$ cat config.mk
export PLATFORM = sky130hd
export DESIGN_NAME = jerk_limited_stop_profile_flat
export DESIGN_NICKNAME = d
export VERILOG_FILES = /design/src/design/jlsp_pkg.sv /design/src/design/jlsp_req_if.sv /design/src/design/jlsp_rsp_if.sv /design/src/design/jlsp_csr.sv /design/src/design/jlsp_mul.sv /design/src/design/jlsp_datapath.sv /design/src/design/jlsp_ctrl.sv /design/src/design/jerk_limited_stop_profile.sv /design/src/flat_wrapper.sv
export SDC_FILE = /design/constraint.sdc
export NUM_CORES = 2
export LEC_CHECK = 0
export ABC_CLOCK_PERIOD_IN_PS = 20700
export BUFFER_PORTS_ARGS = -buffer_cell sky130_fd_sc_hd__buf_2
export CORE_MARGIN = 1.5
export CORE_UTILIZATION = 30
export DETAILED_ROUTE_END_ITERATION = 6
export REMOVE_ABC_BUFFERS = 1
export SLEW_MARGIN = 5
export SYNTH_ARGS = -nofsm -noshare
export SYNTH_HDL_FRONTEND = slang
export SYNTH_SLANG_ARGS = --single-unit
$ cat constraint.sdc
create_clock -name clock -period 20.7 [get_ports clock]
set_input_delay 0 -clock clock [delete_from_list [all_inputs] [get_ports clock]]
set_output_delay 0 -clock clock [all_outputs]
set_load 0.01 [all_outputs]
$ cat src/design/jlsp_pkg.sv
// ----------------------------------------------------------------------------
// jlsp_pkg
// Shared codes and controller/datapath link types of the braking profile block
// ----------------------------------------------------------------------------
`default_nettype none

package jlsp_pkg;

   localparam int CFG_ADDR_BITS = 3;

   localparam logic REG_DECEL = 1'b0;
   localparam logic REG_JERK  = 1'b1;

   typedef logic [3:0] op_type;

   localparam op_type OP_ASQ   = 4'd0;
   localparam op_type OP_MRG_Q = 4'd1;
   localparam op_type OP_REL_Q = 4'd2;
   localparam op_type OP_HR    = 4'd3;
   localparam op_type OP_HA    = 4'd4;
   localparam op_type OP_MRG_S = 4'd5;
   localparam op_type OP_REL_S = 4'd6;
   localparam op_type OP_JD    = 4'd7;
   localparam op_type OP_ADT   = 4'd8;
   localparam op_type OP_JDD   = 4'd9;

   typedef struct packed {
      logic   load;
      logic   mul_start;
      logic   wb;
      logic   emit;
      op_type op;
   } cmd_type;

   typedef struct packed {
      logic mul_busy;
      logic out_free;
      logic advance;
   } status_type;

endpackage

`default_nettype wire

$ cat src/design/jlsp_req_if.sv
// ----------------------------------------------------------------------------
// jlsp_req_if
// Request channel: load or step transaction
// ----------------------------------------------------------------------------
`default_nettype none

interface jlsp_req_if;
   logic               valid;
   logic               ready;
   logic               opcode;
   logic signed [31:0] load_speed;
   logic signed [31:0] load_accel;
   logic signed [31:0] load_curvature;
   logic        [30:0] load_elapsed;
   logic        [30:0] step_time;

   modport source (output valid, opcode, load_speed, load_accel, load_curvature,
                   load_elapsed, step_time, input ready);
   modport sink (input valid, opcode, load_speed, load_accel, load_curvature,
                 load_elapsed, step_time, output ready);
endinterface

`default_nettype wire

$ cat src/design/jlsp_rsp_if.sv
// ----------------------------------------------------------------------------
// jlsp_rsp_if
// Response channel: one profile sample per transaction
// ----------------------------------------------------------------------------
`default_nettype none

interface jlsp_rsp_if;
   logic               valid;
   logic               ready;
   logic        [30:0] out_speed;
   logic signed [31:0] out_accel;
   logic signed [31:0] out_jerk;
   logic signed [31:0] yaw_rate;
   logic signed [31:0] yaw_accel;
   logic               halt_flag;
   logic        [30:0] out_elapsed;
   logic               status;

   modport source (output valid, out_speed, out_accel, out_jerk, yaw_rate,
                   yaw_accel, halt_flag, out_elapsed, status, input ready);
   modport sink (input valid, out_speed, out_accel, out_jerk, yaw_rate,
                 yaw_accel, halt_flag, out_elapsed, status, output ready);
endinterface

`default_nettype wire

$ cat src/design/jlsp_csr.sv
// ----------------------------------------------------------------------------
// jlsp_csr
// APB register file holding the deceleration and jerk limits
// ----------------------------------------------------------------------------
`default_nettype none

module jlsp_csr #(
   parameter logic [30:0] DECEL_RESET = 31'd393216,
   parameter logic [30:0] JERK_RESET  = 31'd655360
) (
   input  wire logic                               clock,
   input  wire logic                               reset,
   input  wire logic                               psel,
   input  wire logic                               penable,
   input  wire logic                               pwrite,
   input  wire logic [jlsp_pkg::CFG_ADDR_BITS-1:0] paddr,
   input  wire logic [31:0]                        pwdata,
   output logic      [31:0]                        prdata,
   output logic                                    pready,
   output logic      [30:0]                        decel_limit,
   output logic      [30:0]                        jerk_max
);

   logic [30:0] decel_ff, decel_in;
   logic [30:0] jerk_ff, jerk_in;
   logic        wr_en;

   assign pready = 1'b1;
   assign wr_en  = psel && penable && pwrite;

   always_comb begin
      decel_in = decel_ff;
      jerk_in  = jerk_ff;
      prdata   = '0;
      unique case (paddr[2])
         jlsp_pkg::REG_DECEL: begin
            if (wr_en) decel_in = pwdata[30:0];
            prdata = {1'b0, decel_ff};
         end
         jlsp_pkg::REG_JERK: begin
            if (wr_en) jerk_in = pwdata[30:0];
            prdata = {1'b0, jerk_ff};
         end
         default: prdata = '0;
      endcase
   end

   always_ff @(posedge clock) begin
      if (reset) begin
         decel_ff <= DECEL_RESET;
         jerk_ff  <= JERK_RESET;
      end else begin
         decel_ff <= decel_in;
         jerk_ff  <= jerk_in;
      end
   end

   assign decel_limit = decel_ff;
   assign jerk_max    = jerk_ff;

endmodule

`default_nettype wire

$ cat src/design/jlsp_mul.sv
// ----------------------------------------------------------------------------
// jlsp_mul
// Shift-add unsigned multiplier, one multiplier bit per cycle
// ----------------------------------------------------------------------------
`default_nettype none

module jlsp_mul #(
   parameter int MW = 32
) (
   input  wire logic            clock,
   input  wire logic            reset,
   input  wire logic            start,
   input  wire logic [MW-1:0]   a,
   input  wire logic [MW-1:0]   b,
   output logic                 busy,
   output logic [2*MW-1:0]      prod
);

   localparam int CW = $clog2(MW + 1);

   logic [2*MW-1:0] p_ff, p_in;
   logic [MW-1:0]   a_ff, a_in;
   logic [CW-1:0]   cnt_ff, cnt_in;
   logic            busy_ff, busy_in;
   logic [MW:0]     sum;

   always_comb begin
      sum     = {1'b0, p_ff[2*MW-1:MW]} + (p_ff[0] ? {1'b0, a_ff} : '0);
      p_in    = p_ff;
      a_in    = a_ff;
      cnt_in  = cnt_ff;
      busy_in = busy_ff;
      if (start) begin
         p_in    = {{MW{1'b0}}, b};
         a_in    = a;
         cnt_in  = CW'(MW);
         busy_in = 1'b1;
      end else if (busy_ff) begin
         p_in   = {sum, p_ff[MW-1:1]};
         cnt_in = cnt_ff - 1'b1;
         if (cnt_ff == CW'(1)) busy_in = 1'b0;
      end
   end

   always_ff @(posedge clock) begin
      if (reset) begin
         busy_ff <= 1'b0;
         cnt_ff  <= '0;
      end else begin
         busy_ff <= busy_in;
         cnt_ff  <= cnt_in;
      end
      p_ff <= p_in;
      a_ff <= a_in;
   end

   assign busy = busy_ff;
   assign prod = p_ff;

endmodule

`default_nettype wire

$ cat src/design/jlsp_datapath.sv
// ----------------------------------------------------------------------------
// jlsp_datapath
// Profile state, operand selection, shared multiplier and response register
// ----------------------------------------------------------------------------
`default_nettype none

module jlsp_datapath #(
   parameter int FRAC_BITS = 16,
   parameter int WORD_BITS = 32
) (
   input  wire logic                clock,
   input  wire logic                reset,
   input  wire jlsp_pkg::cmd_type   cmd,
   output jlsp_pkg::status_type     status,
   input  wire logic                opcode,
   input  wire logic signed [31:0]  load_speed,
   input  wire logic signed [31:0]  load_accel,
   input  wire logic signed [31:0]  load_curvature,
   input  wire logic        [30:0]  load_elapsed,
   input  wire logic        [30:0]  step_time,
   input  wire logic        [30:0]  decel_limit,
   input  wire logic        [30:0]  jerk_max,
   output logic                     rsp_valid,
   input  wire logic                rsp_ready,
   output logic        [30:0]       out_speed,
   output logic signed [31:0]       out_accel,
   output logic signed [31:0]       out_jerk,
   output logic signed [31:0]       yaw_rate,
   output logic signed [31:0]       yaw_accel,
   output logic                     halt_flag,
   output logic        [30:0]       out_elapsed,
   output logic                     status_bit
);

   localparam int W   = WORD_BITS;
   localparam int F   = FRAC_BITS;
   localparam int MW  = (W > 32) ? W : 32;
   localparam int XW  = MW + 2;
   localparam int PW  = 2 * MW;
   localparam int Q001 = ((1 << F) + 50) / 100;

   localparam logic signed [XW-1:0] VMAX_X   = {{(XW-W+1){1'b0}}, {(W-1){1'b1}}};
   localparam logic signed [XW-1:0] VMIN_X   = ~VMAX_X;
   localparam logic signed [XW-1:0] O32MAX_X = {{(XW-31){1'b0}}, {31{1'b1}}};
   localparam logic signed [XW-1:0] O32MIN_X = ~O32MAX_X;
   localparam logic signed [XW-1:0] ONE_X    = XW'(1);
   localparam logic signed [XW-1:0] MONE_X   = '1;
   localparam logic signed [XW-1:0] ZERO_X   = '0;
   localparam logic [PW-1:0]        VMAX_P   = {{(PW-W+1){1'b0}}, {(W-1){1'b1}}};

   function automatic logic signed [XW-1:0] sx(input logic [W-1:0] v);
      return {{(XW-W){v[W-1]}}, v};
   endfunction

   function automatic logic signed [XW-1:0] sat_w(input logic signed [XW-1:0] v);
      if (v > VMAX_X) return VMAX_X;
      if (v < VMIN_X) return VMIN_X;
      return v;
   endfunction

   function automatic logic [31:0] sat_32(input logic signed [XW-1:0] v);
      logic signed [XW-1:0] t;
      t = v;
      if (v > O32MAX_X) t = O32MAX_X;
      if (v < O32MIN_X) t = O32MIN_X;
      return t[31:0];
   endfunction

   function automatic logic [MW-1:0] mag(input logic signed [XW-1:0] v);
      logic signed [XW-1:0] t;
      t = v[XW-1] ? -v : v;
      return t[MW-1:0];
   endfunction

   // profile state
   logic [W-1:0]  speed_ff, speed_in;
   logic [W-1:0]  accel_ff, accel_in;
   logic [W-1:0]  curv_ff, curv_in;
   logic [W-1:0]  elap_ff, elap_in;
   // transaction and scratch
   logic          step_ff, step_in;
   logic [30:0]   dt_ff, dt_in;
   logic [PW-1:0] asq_ff, asq_in;
   logic signed [XW-1:0] d_ff, d_in;
   logic signed [XW-1:0] jk_ff, jk_in;
   logic signed [XW-1:0] j_ff, j_in;
   logic signed [XW-1:0] hr_ff, hr_in;
   logic signed [XW-1:0] ha_ff, ha_in;
   logic [W-1:0]  jd_ff, jd_in;
   logic [W-1:0]  adt_ff, adt_in;
   // response register
   logic          rv_ff, rv_in;
   logic [30:0]   osp_ff, osp_in;
   logic [31:0]   oac_ff, oac_in;
   logic [31:0]   ojk_ff, ojk_in;
   logic [31:0]   ohr_ff, ohr_in;
   logic [31:0]   oha_ff, oha_in;
   logic          ost_ff, ost_in;
   logic [30:0]   oel_ff, oel_in;
   logic          osb_ff, osb_in;

   logic signed [XW-1:0] speed_x, acc_x, curv_x, elap_x, sp_x, ac_x, dt_x;
   logic signed [XW-1:0] jl_x, dec_x, opa_x, opb_x, res_x, r_x, jsel_x;
   logic signed [XW-1:0] marg_x, na_x, hi_x, lo_x, ns_x, ls_x, el_sum;
   logic signed [XW-1:0] ld_sp_x, ld_ac_x, ld_cv_x, ld_el_x;
   logic [30:0]          jl_eff, dec_eff;
   logic                 halted, neg, shift_one, near, out_free;
   logic [PW-1:0]        prod, pr, lim_p, r_p, rhs;
   logic                 mul_busy;

   assign speed_x = sx(speed_ff);
   assign acc_x   = sx(accel_ff);
   assign curv_x  = sx(curv_ff);
   assign elap_x  = sx(elap_ff);
   assign dt_x    = {{(XW-31){1'b0}}, dt_ff};
   assign jl_eff  = (jerk_max == '0) ? 31'd1 : jerk_max;
   assign dec_eff = (decel_limit == '0) ? 31'd1 : decel_limit;
   assign jl_x    = {{(XW-31){1'b0}}, jl_eff};
   assign dec_x   = {{(XW-31){1'b0}}, dec_eff};

   assign halted = (speed_x <= ONE_X) && (acc_x <= ONE_X) && (acc_x >= MONE_X);
   assign sp_x   = halted ? ZERO_X : speed_x;
   assign ac_x   = halted ? ZERO_X : acc_x;

   always_comb begin
      opa_x     = ZERO_X;
      opb_x     = ZERO_X;
      shift_one = 1'b0;
      unique case (cmd.op) inside
         jlsp_pkg::OP_ASQ: begin
            opa_x = acc_x;
            opb_x = acc_x;
         end
         jlsp_pkg::OP_MRG_Q: begin
            opa_x     = {1'b0, mag(acc_x), 1'b0} >>> 1;
            opb_x     = XW'(Q001);
            shift_one = 1'b1;
         end
         jlsp_pkg::OP_MRG_S: begin
            opa_x     = {1'b0, mag(acc_x), 1'b0} >>> 1;
            opb_x     = dt_x;
            shift_one = 1'b1;
         end
         jlsp_pkg::OP_REL_Q, jlsp_pkg::OP_REL_S: begin
            opa_x = (d_ff > ZERO_X) ? d_ff : ZERO_X;
            opb_x = jl_x <<< 1;
         end
         jlsp_pkg::OP_HR: begin
            opa_x = sp_x;
            opb_x = curv_x;
         end
         jlsp_pkg::OP_HA: begin
            opa_x = ac_x;
            opb_x = curv_x;
         end
         jlsp_pkg::OP_JD: begin
            opa_x = j_ff;
            opb_x = dt_x;
         end
         jlsp_pkg::OP_ADT: begin
            opa_x = acc_x;
            opb_x = dt_x;
         end
         jlsp_pkg::OP_JDD: begin
            opa_x     = sx(jd_ff);
            opb_x     = dt_x;
            shift_one = 1'b1;
         end
         default: begin
            opa_x = ZERO_X;
            opb_x = ZERO_X;
         end
      endcase
   end

   jlsp_mul #(.MW(MW)) u_mul (
      .clock (clock),
      .reset (reset),
      .start (cmd.mul_start),
      .a     (mag(opa_x)),
      .b     (mag(opb_x)),
      .busy  (mul_busy),
      .prod  (prod)
   );

   // scaled, saturated signed product
   always_comb begin
      neg   = opa_x[XW-1] ^ opb_x[XW-1];
      pr    = shift_one ? (prod >> (F + 1)) : (prod >> F);
      lim_p = neg ? (VMAX_P + 1'b1) : VMAX_P;
      r_p   = (pr > lim_p) ? lim_p : pr;
      r_x   = r_p[XW-1:0];
      res_x = neg ? -r_x : r_x;
   end

   assign rhs    = acc_x[XW-1] ? asq_ff : '0;
   assign near   = (d_ff <= ZERO_X) || (prod <= rhs);
   assign jsel_x = (acc_x < MONE_X && near) ? jl_x :
                   ((acc_x > ONE_X - dec_x) ? -jl_x : ZERO_X);
   assign marg_x = (res_x < ONE_X) ? ONE_X : res_x;

   always_comb begin
      na_x = sat_w(acc_x + sx(jd_ff));
      hi_x = (acc_x > ZERO_X) ? acc_x : ZERO_X;
      lo_x = -dec_x;
      if (lo_x < VMIN_X) lo_x = VMIN_X;
      if (na_x < lo_x) na_x = lo_x;
      else if (na_x > hi_x) na_x = hi_x;
      ns_x    = sat_w(speed_x + sx(adt_ff) + res_x);
      el_sum  = sat_w(elap_x + dt_x);
      ls_x    = {{(XW-32){load_speed[31]}}, load_speed};
      ld_sp_x = sat_w(ls_x);
      ld_ac_x = sat_w({{(XW-32){load_accel[31]}}, load_accel});
      ld_cv_x = sat_w({{(XW-32){load_curvature[31]}}, load_curvature});
      ld_el_x = sat_w({{(XW-31){1'b0}}, load_elapsed});
   end

   assign out_free = !rv_ff || rsp_ready;

   always_comb begin
      speed_in = speed_ff;
      accel_in = accel_ff;
      curv_in  = curv_ff;
      elap_in  = elap_ff;
      step_in  = step_ff;
      dt_in    = dt_ff;
      asq_in   = asq_ff;
      d_in     = d_ff;
      jk_in    = jk_ff;
      j_in     = j_ff;
      hr_in    = hr_ff;
      ha_in    = ha_ff;
      jd_in    = jd_ff;
      adt_in   = adt_ff;
      rv_in    = rv_ff && !rsp_ready;
      osp_in   = osp_ff;
      oac_in   = oac_ff;
      ojk_in   = ojk_ff;
      ohr_in   = ohr_ff;
      oha_in   = oha_ff;
      ost_in   = ost_ff;
      oel_in   = oel_ff;
      osb_in   = osb_ff;

      if (cmd.load) begin
         step_in = opcode;
         dt_in   = step_time;
         if (!opcode) begin
            speed_in = ls_x[XW-1] ? '0 : ld_sp_x[W-1:0];
            accel_in = ld_ac_x[W-1:0];
            curv_in  = ld_cv_x[W-1:0];
            elap_in  = ld_el_x[W-1:0];
         end
      end

      if (cmd.wb) begin
         case (cmd.op) inside
            jlsp_pkg::OP_ASQ: asq_in = prod;
            jlsp_pkg::OP_MRG_Q, jlsp_pkg::OP_MRG_S: d_in = speed_x - marg_x;
            jlsp_pkg::OP_REL_Q: jk_in = halted ? ZERO_X : jsel_x;
            jlsp_pkg::OP_REL_S: j_in = jsel_x;
            jlsp_pkg::OP_HR: hr_in = res_x;
            jlsp_pkg::OP_HA: ha_in = res_x;
            jlsp_pkg::OP_JD: jd_in = res_x[W-1:0];
            jlsp_pkg::OP_ADT: adt_in = res_x[W-1:0];
            jlsp_pkg::OP_JDD: begin
               if (ns_x <= ZERO_X) begin
                  speed_in = '0;
                  accel_in = '0;
               end else begin
                  speed_in = ns_x[W-1:0];
                  accel_in = na_x[W-1:0];
               end
               elap_in = el_sum[W-1:0];
            end
            default: asq_in = asq_ff;
         endcase
      end

      if (cmd.emit) begin
         rv_in  = 1'b1;
         osp_in = (sp_x > O32MAX_X) ? 31'h7fffffff : sp_x[30:0];
         oac_in = sat_32(ac_x);
         ojk_in = sat_32(jk_ff);
         ohr_in = sat_32(hr_ff);
         oha_in = sat_32(ha_ff);
         ost_in = halted;
         oel_in = (elap_x > O32MAX_X) ? 31'h7fffffff : elap_x[30:0];
         osb_in = step_ff && (dt_ff == '0);
      end
   end

   always_ff @(posedge clock) begin
      if (reset) begin
         speed_ff <= '0;
         accel_ff <= '0;
         curv_ff  <= '0;
         elap_ff  <= '0;
         rv_ff    <= 1'b0;
      end else begin
         speed_ff <= speed_in;
         accel_ff <= accel_in;
         curv_ff  <= curv_in;
         elap_ff  <= elap_in;
         rv_ff    <= rv_in;
      end
      step_ff <= step_in;
      dt_ff   <= dt_in;
      asq_ff  <= asq_in;
      d_ff    <= d_in;
      jk_ff   <= jk_in;
      j_ff    <= j_in;
      hr_ff   <= hr_in;
      ha_ff   <= ha_in;
      jd_ff   <= jd_in;
      adt_ff  <= adt_in;
      osp_ff  <= osp_in;
      oac_ff  <= oac_in;
      ojk_ff  <= ojk_in;
      ohr_ff  <= ohr_in;
      oha_ff  <= oha_in;
      ost_ff  <= ost_in;
      oel_ff  <= oel_in;
      osb_ff  <= osb_in;
   end

   assign status.mul_busy = mul_busy;
   assign status.out_free = out_free;
   assign status.advance  = step_ff && (dt_ff != '0) && !halted;

   assign rsp_valid   = rv_ff;
   assign out_speed   = osp_ff;
   assign out_accel   = oac_ff;
   assign out_jerk    = ojk_ff;
   assign yaw_rate    = ohr_ff;
   assign yaw_accel   = oha_ff;
   assign halt_flag   = ost_ff;
   assign out_elapsed = oel_ff;
   assign status_bit  = osb_ff;

endmodule

`default_nettype wire

$ cat src/design/jlsp_ctrl.sv
// ----------------------------------------------------------------------------
// jlsp_ctrl
// Sequencer stepping the datapath through its multiply operations
// ----------------------------------------------------------------------------
`default_nettype none

module jlsp_ctrl (
   input  wire logic                  clock,
   input  wire logic                  reset,
   input  wire logic                  req_valid,
   output logic                       req_ready,
   input  wire jlsp_pkg::status_type  status,
   output jlsp_pkg::cmd_type          cmd
);

   localparam logic [1:0] ST_IDLE  = 2'd0;
   localparam logic [1:0] ST_START = 2'd1;
   localparam logic [1:0] ST_BUSY  = 2'd2;
   localparam logic [1:0] ST_EMIT  = 2'd3;

   logic [1:0]       state_ff, state_in;
   jlsp_pkg::op_type op_ff, op_in;

   always_comb begin
      state_in      = state_ff;
      op_in         = op_ff;
      cmd.load      = 1'b0;
      cmd.mul_start = 1'b0;
      cmd.wb        = 1'b0;
      cmd.emit      = 1'b0;
      cmd.op        = op_ff;
      req_ready     = 1'b0;
      unique case (state_ff)
         ST_IDLE: begin
            req_ready = 1'b1;
            if (req_valid) begin
               cmd.load = 1'b1;
               op_in    = jlsp_pkg::OP_ASQ;
               state_in = ST_START;
            end
         end
         ST_START: begin
            cmd.mul_start = 1'b1;
            state_in      = ST_BUSY;
         end
         ST_BUSY: begin
            if (!status.mul_busy) begin
               cmd.wb = 1'b1;
               if (op_ff == jlsp_pkg::OP_HA) begin
                  state_in = ST_EMIT;
               end else if (op_ff == jlsp_pkg::OP_JDD) begin
                  state_in = ST_IDLE;
               end else begin
                  op_in    = op_ff + 1'b1;
                  state_in = ST_START;
               end
            end
         end
         ST_EMIT: begin
            if (status.out_free) begin
               cmd.emit = 1'b1;
               if (status.advance) begin
                  op_in    = jlsp_pkg::OP_MRG_S;
                  state_in = ST_START;
               end else begin
                  state_in = ST_IDLE;
               end
            end
         end
         default: state_in = ST_IDLE;
      endcase
   end

   always_ff @(posedge clock) begin
      if (reset) begin
         state_ff <= ST_IDLE;
         op_ff    <= jlsp_pkg::OP_ASQ;
      end else begin
         state_ff <= state_in;
         op_ff    <= op_in;
      end
   end

endmodule

`default_nettype wire

$ cat src/design/jerk_limited_stop_profile.sv
// ----------------------------------------------------------------------------
// jerk_limited_stop_profile
// Jerk-limited braking profile generator, signed fixed point
//
//   channel   direction  handshake              contents
//   req_if    in         valid/ready            load or step transaction
//   rsp_if    out        valid/ready            sample of the profile state
//   apb       in/out     psel/penable, pready   decel and jerk limits
//
// one serial multiplier does all products, one bit per cycle, with
// MW = max(WORD_BITS, 32) as its width
// a load or a non-advancing step runs 5 products
// an advancing step runs 10 products
// synchronous reset restores the limit registers and clears the state
// a waiting response holds the sequencer before any advance, stalling input
// ----------------------------------------------------------------------------
`default_nettype none

module jerk_limited_stop_profile #(
   parameter int FRAC_BITS = 16,
   parameter int WORD_BITS = 32
) (
   input  wire logic                               clock,
   input  wire logic                               reset,
   jlsp_req_if.sink                                req_if,
   jlsp_rsp_if.source                              rsp_if,
   input  wire logic                               psel,
   input  wire logic                               penable,
   input  wire logic                               pwrite,
   input  wire logic [jlsp_pkg::CFG_ADDR_BITS-1:0] paddr,
   input  wire logic [31:0]                        pwdata,
   output logic      [31:0]                        prdata,
   output logic                                    pready
);

   localparam logic [30:0] DECEL_RESET = 31'(6 << FRAC_BITS);
   localparam logic [30:0] JERK_RESET  = 31'(10 << FRAC_BITS);

   jlsp_pkg::cmd_type    cmd;
   jlsp_pkg::status_type st;
   logic [30:0]          decel_limit;
   logic [30:0]          jerk_max;

   jlsp_csr #(
      .DECEL_RESET (DECEL_RESET),
      .JERK_RESET  (JERK_RESET)
   ) u_csr (
      .clock       (clock),
      .reset       (reset),
      .psel        (psel),
      .penable     (penable),
      .pwrite      (pwrite),
      .paddr       (paddr),
      .pwdata      (pwdata),
      .prdata      (prdata),
      .pready      (pready),
      .decel_limit (decel_limit),
      .jerk_max    (jerk_max)
   );

   jlsp_ctrl u_ctrl (
      .clock     (clock),
      .reset     (reset),
      .req_valid (req_if.valid),
      .req_ready (req_if.ready),
      .status    (st),
      .cmd       (cmd)
   );

   jlsp_datapath #(
      .FRAC_BITS (FRAC_BITS),
      .WORD_BITS (WORD_BITS)
   ) u_dp (
      .clock          (clock),
      .reset          (reset),
      .cmd            (cmd),
      .status         (st),
      .opcode         (req_if.opcode),
      .load_speed     (req_if.load_speed),
      .load_accel     (req_if.load_accel),
      .load_curvature (req_if.load_curvature),
      .load_elapsed   (req_if.load_elapsed),
      .step_time      (req_if.step_time),
      .decel_limit    (decel_limit),
      .jerk_max       (jerk_max),
      .rsp_valid      (rsp_if.valid),
      .rsp_ready      (rsp_if.ready),
      .out_speed      (rsp_if.out_speed),
      .out_accel      (rsp_if.out_accel),
      .out_jerk       (rsp_if.out_jerk),
      .yaw_rate       (rsp_if.yaw_rate),
      .yaw_accel      (rsp_if.yaw_accel),
      .halt_flag      (rsp_if.halt_flag),
      .out_elapsed    (rsp_if.out_elapsed),
      .status_bit     (rsp_if.status)
   );

   a_start_idle: assert property (@(posedge clock) disable iff (reset)
      cmd.mul_start |-> !st.mul_busy)
      else $error("multiply started while multiplier busy");

   a_emit_free: assert property (@(posedge clock) disable iff (reset)
      cmd.emit |-> st.out_free)
      else $error("sample written over a pending response");

   a_one_at_a_time: assert property (@(posedge clock) disable iff (reset)
      (req_if.valid && req_if.ready) |=> !req_if.ready)
      else $error("new transaction taken while one is in progress");

endmodule

`default_nettype wire

$ cat src/flat_wrapper.sv
// flat-port wrapper written by rule: the top's interface ports become plain ports
module jerk_limited_stop_profile_flat 
#(
   parameter int FRAC_BITS = 16,
   parameter int WORD_BITS = 32
)
  (clock, reset, psel, penable, pwrite, paddr, pwdata, prdata, pready, req_if_valid, req_if_opcode, req_if_load_speed, req_if_load_accel, req_if_load_curvature, req_if_load_elapsed, req_if_step_time, req_if_ready, rsp_if_valid, rsp_if_out_speed, rsp_if_out_accel, rsp_if_out_jerk, rsp_if_yaw_rate, rsp_if_yaw_accel, rsp_if_halt_flag, rsp_if_out_elapsed, rsp_if_status, rsp_if_ready);
  jlsp_req_if req_if_i ();
  jlsp_rsp_if rsp_if_i ();
  input  wire logic clock;
  input  wire logic reset;
  input  wire logic psel;
  input  wire logic penable;
  input  wire logic pwrite;
  input  wire logic [jlsp_pkg::CFG_ADDR_BITS-1:0] paddr;
  input  wire logic [31:0] pwdata;
  output logic      [31:0] prdata;
  output logic pready;
  input wire logic [$bits(req_if_i.valid)-1:0] req_if_valid;
  input wire logic [$bits(req_if_i.opcode)-1:0] req_if_opcode;
  input wire logic [$bits(req_if_i.load_speed)-1:0] req_if_load_speed;
  input wire logic [$bits(req_if_i.load_accel)-1:0] req_if_load_accel;
  input wire logic [$bits(req_if_i.load_curvature)-1:0] req_if_load_curvature;
  input wire logic [$bits(req_if_i.load_elapsed)-1:0] req_if_load_elapsed;
  input wire logic [$bits(req_if_i.step_time)-1:0] req_if_step_time;
  output wire logic [$bits(req_if_i.ready)-1:0] req_if_ready;
  output wire logic [$bits(rsp_if_i.valid)-1:0] rsp_if_valid;
  output wire logic [$bits(rsp_if_i.out_speed)-1:0] rsp_if_out_speed;
  output wire logic [$bits(rsp_if_i.out_accel)-1:0] rsp_if_out_accel;
  output wire logic [$bits(rsp_if_i.out_jerk)-1:0] rsp_if_out_jerk;
  output wire logic [$bits(rsp_if_i.yaw_rate)-1:0] rsp_if_yaw_rate;
  output wire logic [$bits(rsp_if_i.yaw_accel)-1:0] rsp_if_yaw_accel;
  output wire logic [$bits(rsp_if_i.halt_flag)-1:0] rsp_if_halt_flag;
  output wire logic [$bits(rsp_if_i.out_elapsed)-1:0] rsp_if_out_elapsed;
  output wire logic [$bits(rsp_if_i.status)-1:0] rsp_if_status;
  input wire logic [$bits(rsp_if_i.ready)-1:0] rsp_if_ready;
  assign req_if_i.valid = req_if_valid;
  assign req_if_i.opcode = req_if_opcode;
  assign req_if_i.load_speed = req_if_load_speed;
  assign req_if_i.load_accel = req_if_load_accel;
  assign req_if_i.load_curvature = req_if_load_curvature;
  assign req_if_i.load_elapsed = req_if_load_elapsed;
  assign req_if_i.step_time = req_if_step_time;
  assign req_if_ready = req_if_i.ready;
  assign rsp_if_valid = rsp_if_i.valid;
  assign rsp_if_out_speed = rsp_if_i.out_speed;
  assign rsp_if_out_accel = rsp_if_i.out_accel;
  assign rsp_if_out_jerk = rsp_if_i.out_jerk;
  assign rsp_if_yaw_rate = rsp_if_i.yaw_rate;
  assign rsp_if_yaw_accel = rsp_if_i.yaw_accel;
  assign rsp_if_halt_flag = rsp_if_i.halt_flag;
  assign rsp_if_out_elapsed = rsp_if_i.out_elapsed;
  assign rsp_if_status = rsp_if_i.status;
  assign rsp_if_i.ready = rsp_if_ready;
  jerk_limited_stop_profile #(.FRAC_BITS(FRAC_BITS), .WORD_BITS(WORD_BITS)) u_core (.clock(clock), .reset(reset), .req_if(req_if_i), .rsp_if(rsp_if_i), .psel(psel), .penable(penable), .pwrite(pwrite), .paddr(paddr), .pwdata(pwdata), .prdata(prdata), .pready(pready));
endmodule
=== Word level (Yosys, flattened, before mapping) ===
Cells that the tools add are included.

* Bits in registers: 822
* Memory bits (read-only): 0
* Output and inout bits: 227
* Input bits: 201
* Logic and storage cells: 296
* Bits in writable memories: 0
* Memories kept: 0
* Latch bits: 0

* Shift-type cells: 0
* Divide/modulo/power cells: 0
* $add $sub $neg: 15
* Mux-type cells: 140
* Bitwise logic cells: 10
* $lt $le $gt $ge: 37
* Reductions and logical operators: 42
* Multiply operators: 0
* Eq/ne operators: 19

{| class="wikitable"
|+ Operators by type and width
! kind !! count
|-
| 32-bit 2-to-1 mux || 68
|-
| 34-bit 2-to-1 mux || 18
|-
| 34-bit one-hot mux with 7 select lines || 1
|-
| 34-bit by 32-bit greater-than comparator with 1-bit output (second input constant) || 6
|-
| 34-bit by 32-bit < comparator with 1-bit output (second input constant) || 6
|-
| 34-bit one-hot mux with 5 select lines || 1
|-
| 32-bit by 32-bit adder with 33-bit output || 4
|-
| 32-bit greater-than comparator (second input constant) || 4
|-
| 32-bit < comparator (second input constant) || 3
|-
| 32-bit negation || 3
|-
| 31-bit logical NOT || 3
|-
| 34-bit by 1-bit <= comparator with 1-bit output (second input constant) || 2
|-
| 31-bit negation with 34-bit output || 2
|-
| 33-bit by 32-bit greater-than comparator with 1-bit output (second input constant) || 2
|-
| 33-bit by 32-bit < comparator with 1-bit output (second input constant) || 2
|-
| 32-bit by 2-bit <= comparator with 1-bit output (second input constant) || 2
|-
| 64-bit <= comparator || 1
|-
| 64-bit 2-to-1 mux || 1
|-
| 32-bit one-hot mux with 2 select lines || 1
|-
| 31-bit 2-to-1 mux || 2
|-
| 48-bit by 32-bit greater-than comparator with 1-bit output || 1
|-
| 48-bit 2-to-1 mux || 1
|-
| 33-bit by 34-bit adder with 34-bit output || 1
|-
| 34-bit by 1-bit greater-than comparator with 1-bit output (second input constant) || 1
|-
| 48 further kinds || 127
|}

=== Depth between registers and ports, before layout ===
* Word-level depth: 29
* Mapped depth: 70
* Gate-level depth less buffers: 59

=== Modules after synthesis ===
A second synthesis with hierarchy kept.

* Cell total of the unflattened synthesis: 5553
* Area total of the unflattened synthesis: 52771.9 um^2

{| class="wikitable"
|+ By module, submodules not included
! module !! cells an instance !! area each (um^2) !! instances
|-
| jlsp_datapath || 4664 || 43530.5 || 1
|-
| jlsp_mul || 547 || 5739.3 || 1
|-
| jlsp_csr || 278 || 2977.9 || 1
|-
| jlsp_ctrl || 64 || 524.3 || 1
|}

=== Least setup slack after synthesis ===
Ideal clock, no wire load.

* Kind: register to register
* Start: register u_core.u_dp.accel_ff[31]
* End: register u_core.u_dp.speed_ff[9]
* Setup slack: 6.018 ns
* Clock period less this slack: 14.682 ns
* Setup time: 0.140 ns
* Stages on the path, launching flop included: 66
* Required time: 20.560 ns
* Arrival: 14.542 ns
* Cell sequence: dfxtp_1 > clkbuf_1 > clkbuf_1 > buf_1 > clkbuf_1 > nand4_1 > nor4_1 > nand2_1 > ha_1 > inv_1 > a21oi_1 > nor2_1 > nand4_4 > xnor2_2 > buf_6 > clkbuf_1 > clkbuf_1 > buf_1 > [30 not listed] > nand3_1 > ha_1 > inv_1 > o21ai_0 > nor2_1 > nor4_1 > o2111ai_1 > or4_1 > a2111oi_0 > and4_1 > nand4_1 > or3_1 > or4_1 > o21a_1 > buf_4 > buf_2 > a31oi_1 > o22ai_1

* Word-level cells in the longest chain between the ends: 29
* Elaborated cells between the ends (all ways): 35
* Those cells by class: 2 x add/sub; 6 x order compare; 24 x mux; 1 x bitwise; 2 x reduce/logical

{| class="wikitable"
|+ RTL lines
! item !! line !! source
|-
| start, declared || jlsp_datapath.sv:77 || <nowiki>logic [W-1:0] accel_ff, accel_in;</nowiki>
|-
| start signal, assigned || jlsp_datapath.sv:302 || <nowiki>accel_ff <= accel_in;</nowiki>
|-
| 32-bit by 2-bit <= comparator with 1-bit output || jlsp_datapath.sv:121 || <nowiki>assign halted = (speed_x <= ONE_X) && (acc_x <= ONE_X) && (acc_x >= MONE_X);</nowiki>
|-
| 1-bit logical AND (2 in series) || jlsp_datapath.sv:121 ||
|-
| 34-bit 2-to-1 mux, on equally long branches || jlsp_datapath.sv:123, jlsp_datapath.sv:122 ||
|-
| 34-bit one-hot mux with 7 select lines || jlsp_datapath.sv:129 || <nowiki>unique case (cmd.op) inside</nowiki>
|-
| 1-bit XOR (*) || jlsp_datapath.sv:188 || <nowiki>neg = opa_x[XW-1] ^ opb_x[XW-1];</nowiki>
|-
| 32-bit 2-to-1 mux || jlsp_datapath.sv:190 || <nowiki>lim_p = neg ? (VMAX_P + 1'b1) : VMAX_P;</nowiki>
|-
| 48-bit by 32-bit greater-than comparator with 1-bit output || jlsp_datapath.sv:191 || <nowiki>r_p = (pr > lim_p) ? lim_p : pr;</nowiki>
|-
| 34-bit 2-to-1 mux || jlsp_datapath.sv:191 ||
|-
| [2 not listed] || -- ||
|-
| net u_core.u_dp.res_x[2] || jlsp_datapath.sv:103 || <nowiki>logic signed [XW-1:0] jl_x, dec_x, opa_x, opb_x, res_x, r_x, jsel_x;</nowiki>
|-
| [1 not listed] || -- ||
|-
| 34-bit by 32-bit < comparator with 1-bit output || jlsp_datapath.sv:57 || <nowiki>if (v < VMIN_X) return VMIN_X;</nowiki>
|-
| 1-bit 2-to-1 mux (2 in series) || jlsp_datapath.sv:57 ||
|-
| 34-bit 2-to-1 mux || jlsp_datapath.sv:58 || <nowiki>return v;</nowiki>
|-
| 34-bit 2-to-1 mux (*) || jlsp_datapath.sv:57 ||
|-
| 34-bit by 1-bit <= comparator with 1-bit output || jlsp_datapath.sv:267 || <nowiki>if (ns_x <= ZERO_X) begin</nowiki>
|-
| 32-bit 2-to-1 mux (*) || jlsp_datapath.sv:267 ||
|-
| 32-bit 2-to-1 mux (*) (9 in series) || jlsp_datapath.sv:257 || <nowiki>case (cmd.op) inside</nowiki>
|-
| 32-bit 2-to-1 mux (*) || jlsp_datapath.sv:256 || <nowiki>if (cmd.wb) begin</nowiki>
|-
| end signal, assigned || jlsp_datapath.sv:301 || <nowiki>speed_ff <= speed_in;</nowiki>
|-
| end, declared || jlsp_datapath.sv:76 || <nowiki>logic [W-1:0] speed_ff, speed_in;</nowiki>
|}

The timed path passes the listed nets; every way through them passes the cells marked *. The select of a mux whose other input is x is not followed.
A chain may end at the register's enable or synchronous reset.

=== Final worst setup path ===
* Start: register u_core.u_dp.accel_ff[19]
* End: register u_core.u_dp.accel_ff[7]

* Word-level cells in the longest chain between the ends: 29
* Elaborated cells between the ends (all ways): 49
* Those cells by class: 3 x add/sub; 11 x order compare; 32 x mux; 1 x bitwise; 2 x reduce/logical

{| class="wikitable"
|+ RTL lines
! item !! line
|-
| 32-bit by 2-bit <= comparator with 1-bit output || jlsp_datapath.sv:121
|-
| 1-bit logical AND || jlsp_datapath.sv:121
|-
| 1-bit logical AND (*) || jlsp_datapath.sv:121
|-
| 34-bit 2-to-1 mux, on equally long branches || jlsp_datapath.sv:123, jlsp_datapath.sv:122
|-
| 34-bit one-hot mux with 7 select lines (*) || jlsp_datapath.sv:129
|-
| 1-bit XOR (*) || jlsp_datapath.sv:188
|-
| 32-bit 2-to-1 mux || jlsp_datapath.sv:190
|-
| 48-bit by 32-bit greater-than comparator with 1-bit output || jlsp_datapath.sv:191
|-
| [3 not listed] || --
|-
| net u_core.u_dp.res_x[4] || jlsp_datapath.sv:103
|-
| [1 not listed] || --
|-
| 34-bit by 32-bit < comparator with 1-bit output || jlsp_datapath.sv:57
|-
| 1-bit 2-to-1 mux (2 in series) || jlsp_datapath.sv:57
|-
| 34-bit 2-to-1 mux || jlsp_datapath.sv:58
|-
| 34-bit 2-to-1 mux (*) || jlsp_datapath.sv:57
|-
| 34-bit by 1-bit <= comparator with 1-bit output (*) || jlsp_datapath.sv:267
|-
| 32-bit 2-to-1 mux (*) || jlsp_datapath.sv:267
|-
| 32-bit 2-to-1 mux (*) (9 in series) || jlsp_datapath.sv:257
|-
| 32-bit 2-to-1 mux (*) || jlsp_datapath.sv:256
|}

Marks and branches as above.

==> impl_metrics.toml <==
[placement]
place_congestion = 0.980
hpwl_mm = 148
dp_worst_setup_slack_ps = 3720
io_buffers = 422

[global_route]
grt_pass1_wl_mm = 288
use_met3_pct = 4.23
top_usage_layer = "met2"
grt_pass1_vias = 44286
antenna_found_initial = 7
met1_usage_pct = 25.6
met2_usage_pct = 36.5
overflow = 0
grt_usage_pct = 21.9
grt_max_degree = 130

[logic_synthesis]
synth.top_cells.by_area = "edfxtp_1 (34%), dfxtp_1 (9.1%), ha_1 (8.7%), nand2_1 (5.8%), a21oi_1 (4.0%)"
yosys.area.top_type_share_pct = 33.7
ys_seq_elements = 821
postSynthCellCount = 5474
synth_edf_count = 585
yosysTopAreaCell = "edfxtp_1"
synthArstFlopShare_pct = 0
synthAdderAreaFrac_pct = 10.2
netlist_area_um2 = 52100
synth-simple-area-share_pct = 18.6
synth_mux_area_share_pct = 3.41
ys_seq_area_share_pct = 42.8
synth_ff_type = "edfxtp_1"
synth-compound-area-share_pct = 16.8
synth_cell_types = 111
synth_warnings = 0
synth-xor-area-share_pct = 4.45
syn_avg_cell_area_um2 = 9.51
synth_top_family_by_area = "simple AND/OR/NAND/NOR gates"

[setup_path]
crit_family = "simple AND/OR/NAND/NOR gates"
path_buf_inv = 8
cp-end-kind = "flip-flop"
cp.arrival_ps = 18130
crit_top_cell = "o21ai_0"
crit_path_max_fanout = 53
cp.required_ps = 21300
setup.worst_path.start_class = "flip-flop"
crit_path_max_incr_delay_ps = 850
path_class = "flip-flop to flip-flop"
cp_slowest_cell = "a2bb2oi_1"

[clocking]
cts_max_path_buffers = 3
cts_htree_levels = 3
cts.reportedPaths.clkPinSlew_ps = 70
cts_inserted_buffers = 89
cts_root_buf = "clkbuf_16"
cts_setup_buffers = 0
cts_tree = "done"
clock_latency_ps = 740
clock_sinks = 821
post_cts_resized = 0
cts_hold_buf = 233

[floorplan]
coreArea_um2 = 172000
die-area_um2 = 176000
die_x_um = 420
start_util_pct = 30.3
die_h_um = 420
ios = 428
core.rowCount = 152

[sta]
fin_crit_ps = 17530
setup_tns_ps = 0
fin_skew_ps = 47.1
slew_viol_final = 0
rsz0062_at_grt = "false"
finalSetupViolCount = 0
hold_violations = 0
fin_crit_sh_pct = 84.7
finalWorstSetupSlack_ps = 3170
maxSlewHeadroom_pct = 22.4
fmax_mhz = 57.1
worst_pin_slew_ps = 1160

[route]
drt_iter0_drc = 4692
ant_nets = 0
finalWirelength_mm = 199
num_vias = 45824
routedWlPerCell_um = 23.7
dr.pass1.iters = 7
drc = 40
avgViaCountPerCell = 5.46

[status]
violations = "DRC"
status = "finished, violations left"

[pwr]
finalPower_mw = 8.40
p_leak_nw = 24.7
power_density_nw_per_um2 = 135
peakVddDrop_uv = 175

[flow_run]
cap_violations = 0

[finish]
drive_gt1_share_pct = 14.2
area_delta_synth_final_pct = 19.3
final_cell_mix = "nand2_1 (799), edfxtp_1 (585), buf_2 (421)"
layout_commonest_cell = "nand2_1"
finalNetCount = 6604
fill_cells = 17326

[hold_path]
hp-class = "input pin to flip-flop"
-- kinds of logic (layout without fill, tap and decap cells) --
family,Yosys count,in the layout
other cells,2,9
mux,170,170
xor+xnor,262,262
compound gates,1319,1319
flops,821,821
simple gates,2014,2014
buf+inv,486,1090
fa+ha+maj,400,400
-- state kept, by name, indices dropped and copies added (netlist names), 32 cells and up --
| signal | count |
|---|---|
| u_core.u_dp.u_mul.prod | 64 |
| u_core.u_dp.ha_ff | 34 |
| u_core.u_dp.yaw_rate | 32 |
| u_core.u_dp.speed_ff | 32 |
| u_core.u_dp.elap_ff | 32 |
| u_core.u_dp.jk_ff | 34 |
| u_core.u_dp.out_jerk | 32 |
| u_core.u_dp.j_ff | 33 |
| u_core.u_dp.out_accel | 32 |
| u_core.u_dp.curv_ff | 32 |
| u_core.u_dp.asq_ff | 64 |
| u_core.u_dp.d_ff | 34 |
| u_core.u_dp.jd_ff | 32 |
| u_core.u_dp.u_mul.a_ff | 32 |
| u_core.u_dp.adt_ff | 32 |
| u_core.u_dp.hr_ff | 34 |
| u_core.u_dp.yaw_accel | 32 |
| u_core.u_dp.accel_ff | 32 |
-- cells in the mapped netlist (all sizes together) (26+ instances only) --
cell type	count
nand2	801
edfxtp	585
a21oi	424
ha	361
nor2	361
clkbuf	283
dfxtp	236
o21ai	229
xnor2	177
and2	170
inv	137
nor3	110
mux2i	109
a21o	102
nand3	93
xor2	84
nand4	78
nand2b	72
nor4	72
buf	64
nor2b	62
mux2	61
o31ai	57
o21a	54
a221oi	51
a222oi	48
a31oi	48
or3	46
a21boi	38
fa	38
o22ai	38
a211oi	36
nor3b	36
and3	32
or2	27
o21bai	26
-- worst paths after layout --
| kind | from | end | slack [ps] | depth (start not counted) |
|---|---|---|---|---|
| min reg2reg | u_core.u_dp.curv_ff[20] | u_core.u_dp.curv_ff[20] | 460 | 2 |
| max | u_core.u_dp.accel_ff[19] | u_core.u_dp.accel_ff[7] | 3170 | 55 |
| max reg2reg | u_core.u_dp.accel_ff[19] | u_core.u_dp.accel_ff[7] | 3170 | 55 |
| min | req_if_load_speed[19] | u_core.u_dp.speed_ff[19] | 6 | 4 |
-- power by group --
group	switching, mW	leakage, nW	internal [mW]
registers	0.176	7.26	2.07
clock network	0.719	1.44	0.922
logic	2.93	16.0	1.58
total	3.83	24.7	4.58
-- worst reg2reg max path: cells and delay by family, from the launching register on --
kind / cells / cell delay, ps
flops: 1 / 310
simple gates: 21 / 6180
buf+inv: 8 / 2290
xor+xnor: 2 / 900
compound gates: 19 / 5970
fa+ha+maj: 5 / 1750
-- metal layers --
layer  wire length (um)  vias to the layer above
li1                   -                    21112
met1              75800                    22246
met2              94500                     1914
met3              14600                      546
met4              14300                        6
met5                 41                        -
-- per-stage QoR --
step	util (%)	hold WS, ps	instances	instance area, um^2
after floorplan	-	69.1	5129	50700
after global placement	33.1	179	7990	56800
after detailed placement	33.1	179	7990	56800
after CTS	36.1	0.906	8390	62100
after global routing	36.1	33.0	8392	62100
final	36.1	5.58	8395	62100
-- final cells by class --
class                           instances  area (um^2)  area share [%]
Multi-Input combinational cell       4169        28000            45.1
Sequential cell                       821        22300            35.9
Timing Repair Buffer                  784         5430            8.73
Tap cell                             2310         2890            4.65
Clock buffer                          121         2460            3.97
Inverter                              139          522           0.840
Clock inverter                         46          507           0.815
Antenna cell                            5         12.5          0.0201
(Power assumes the default switching activity.)
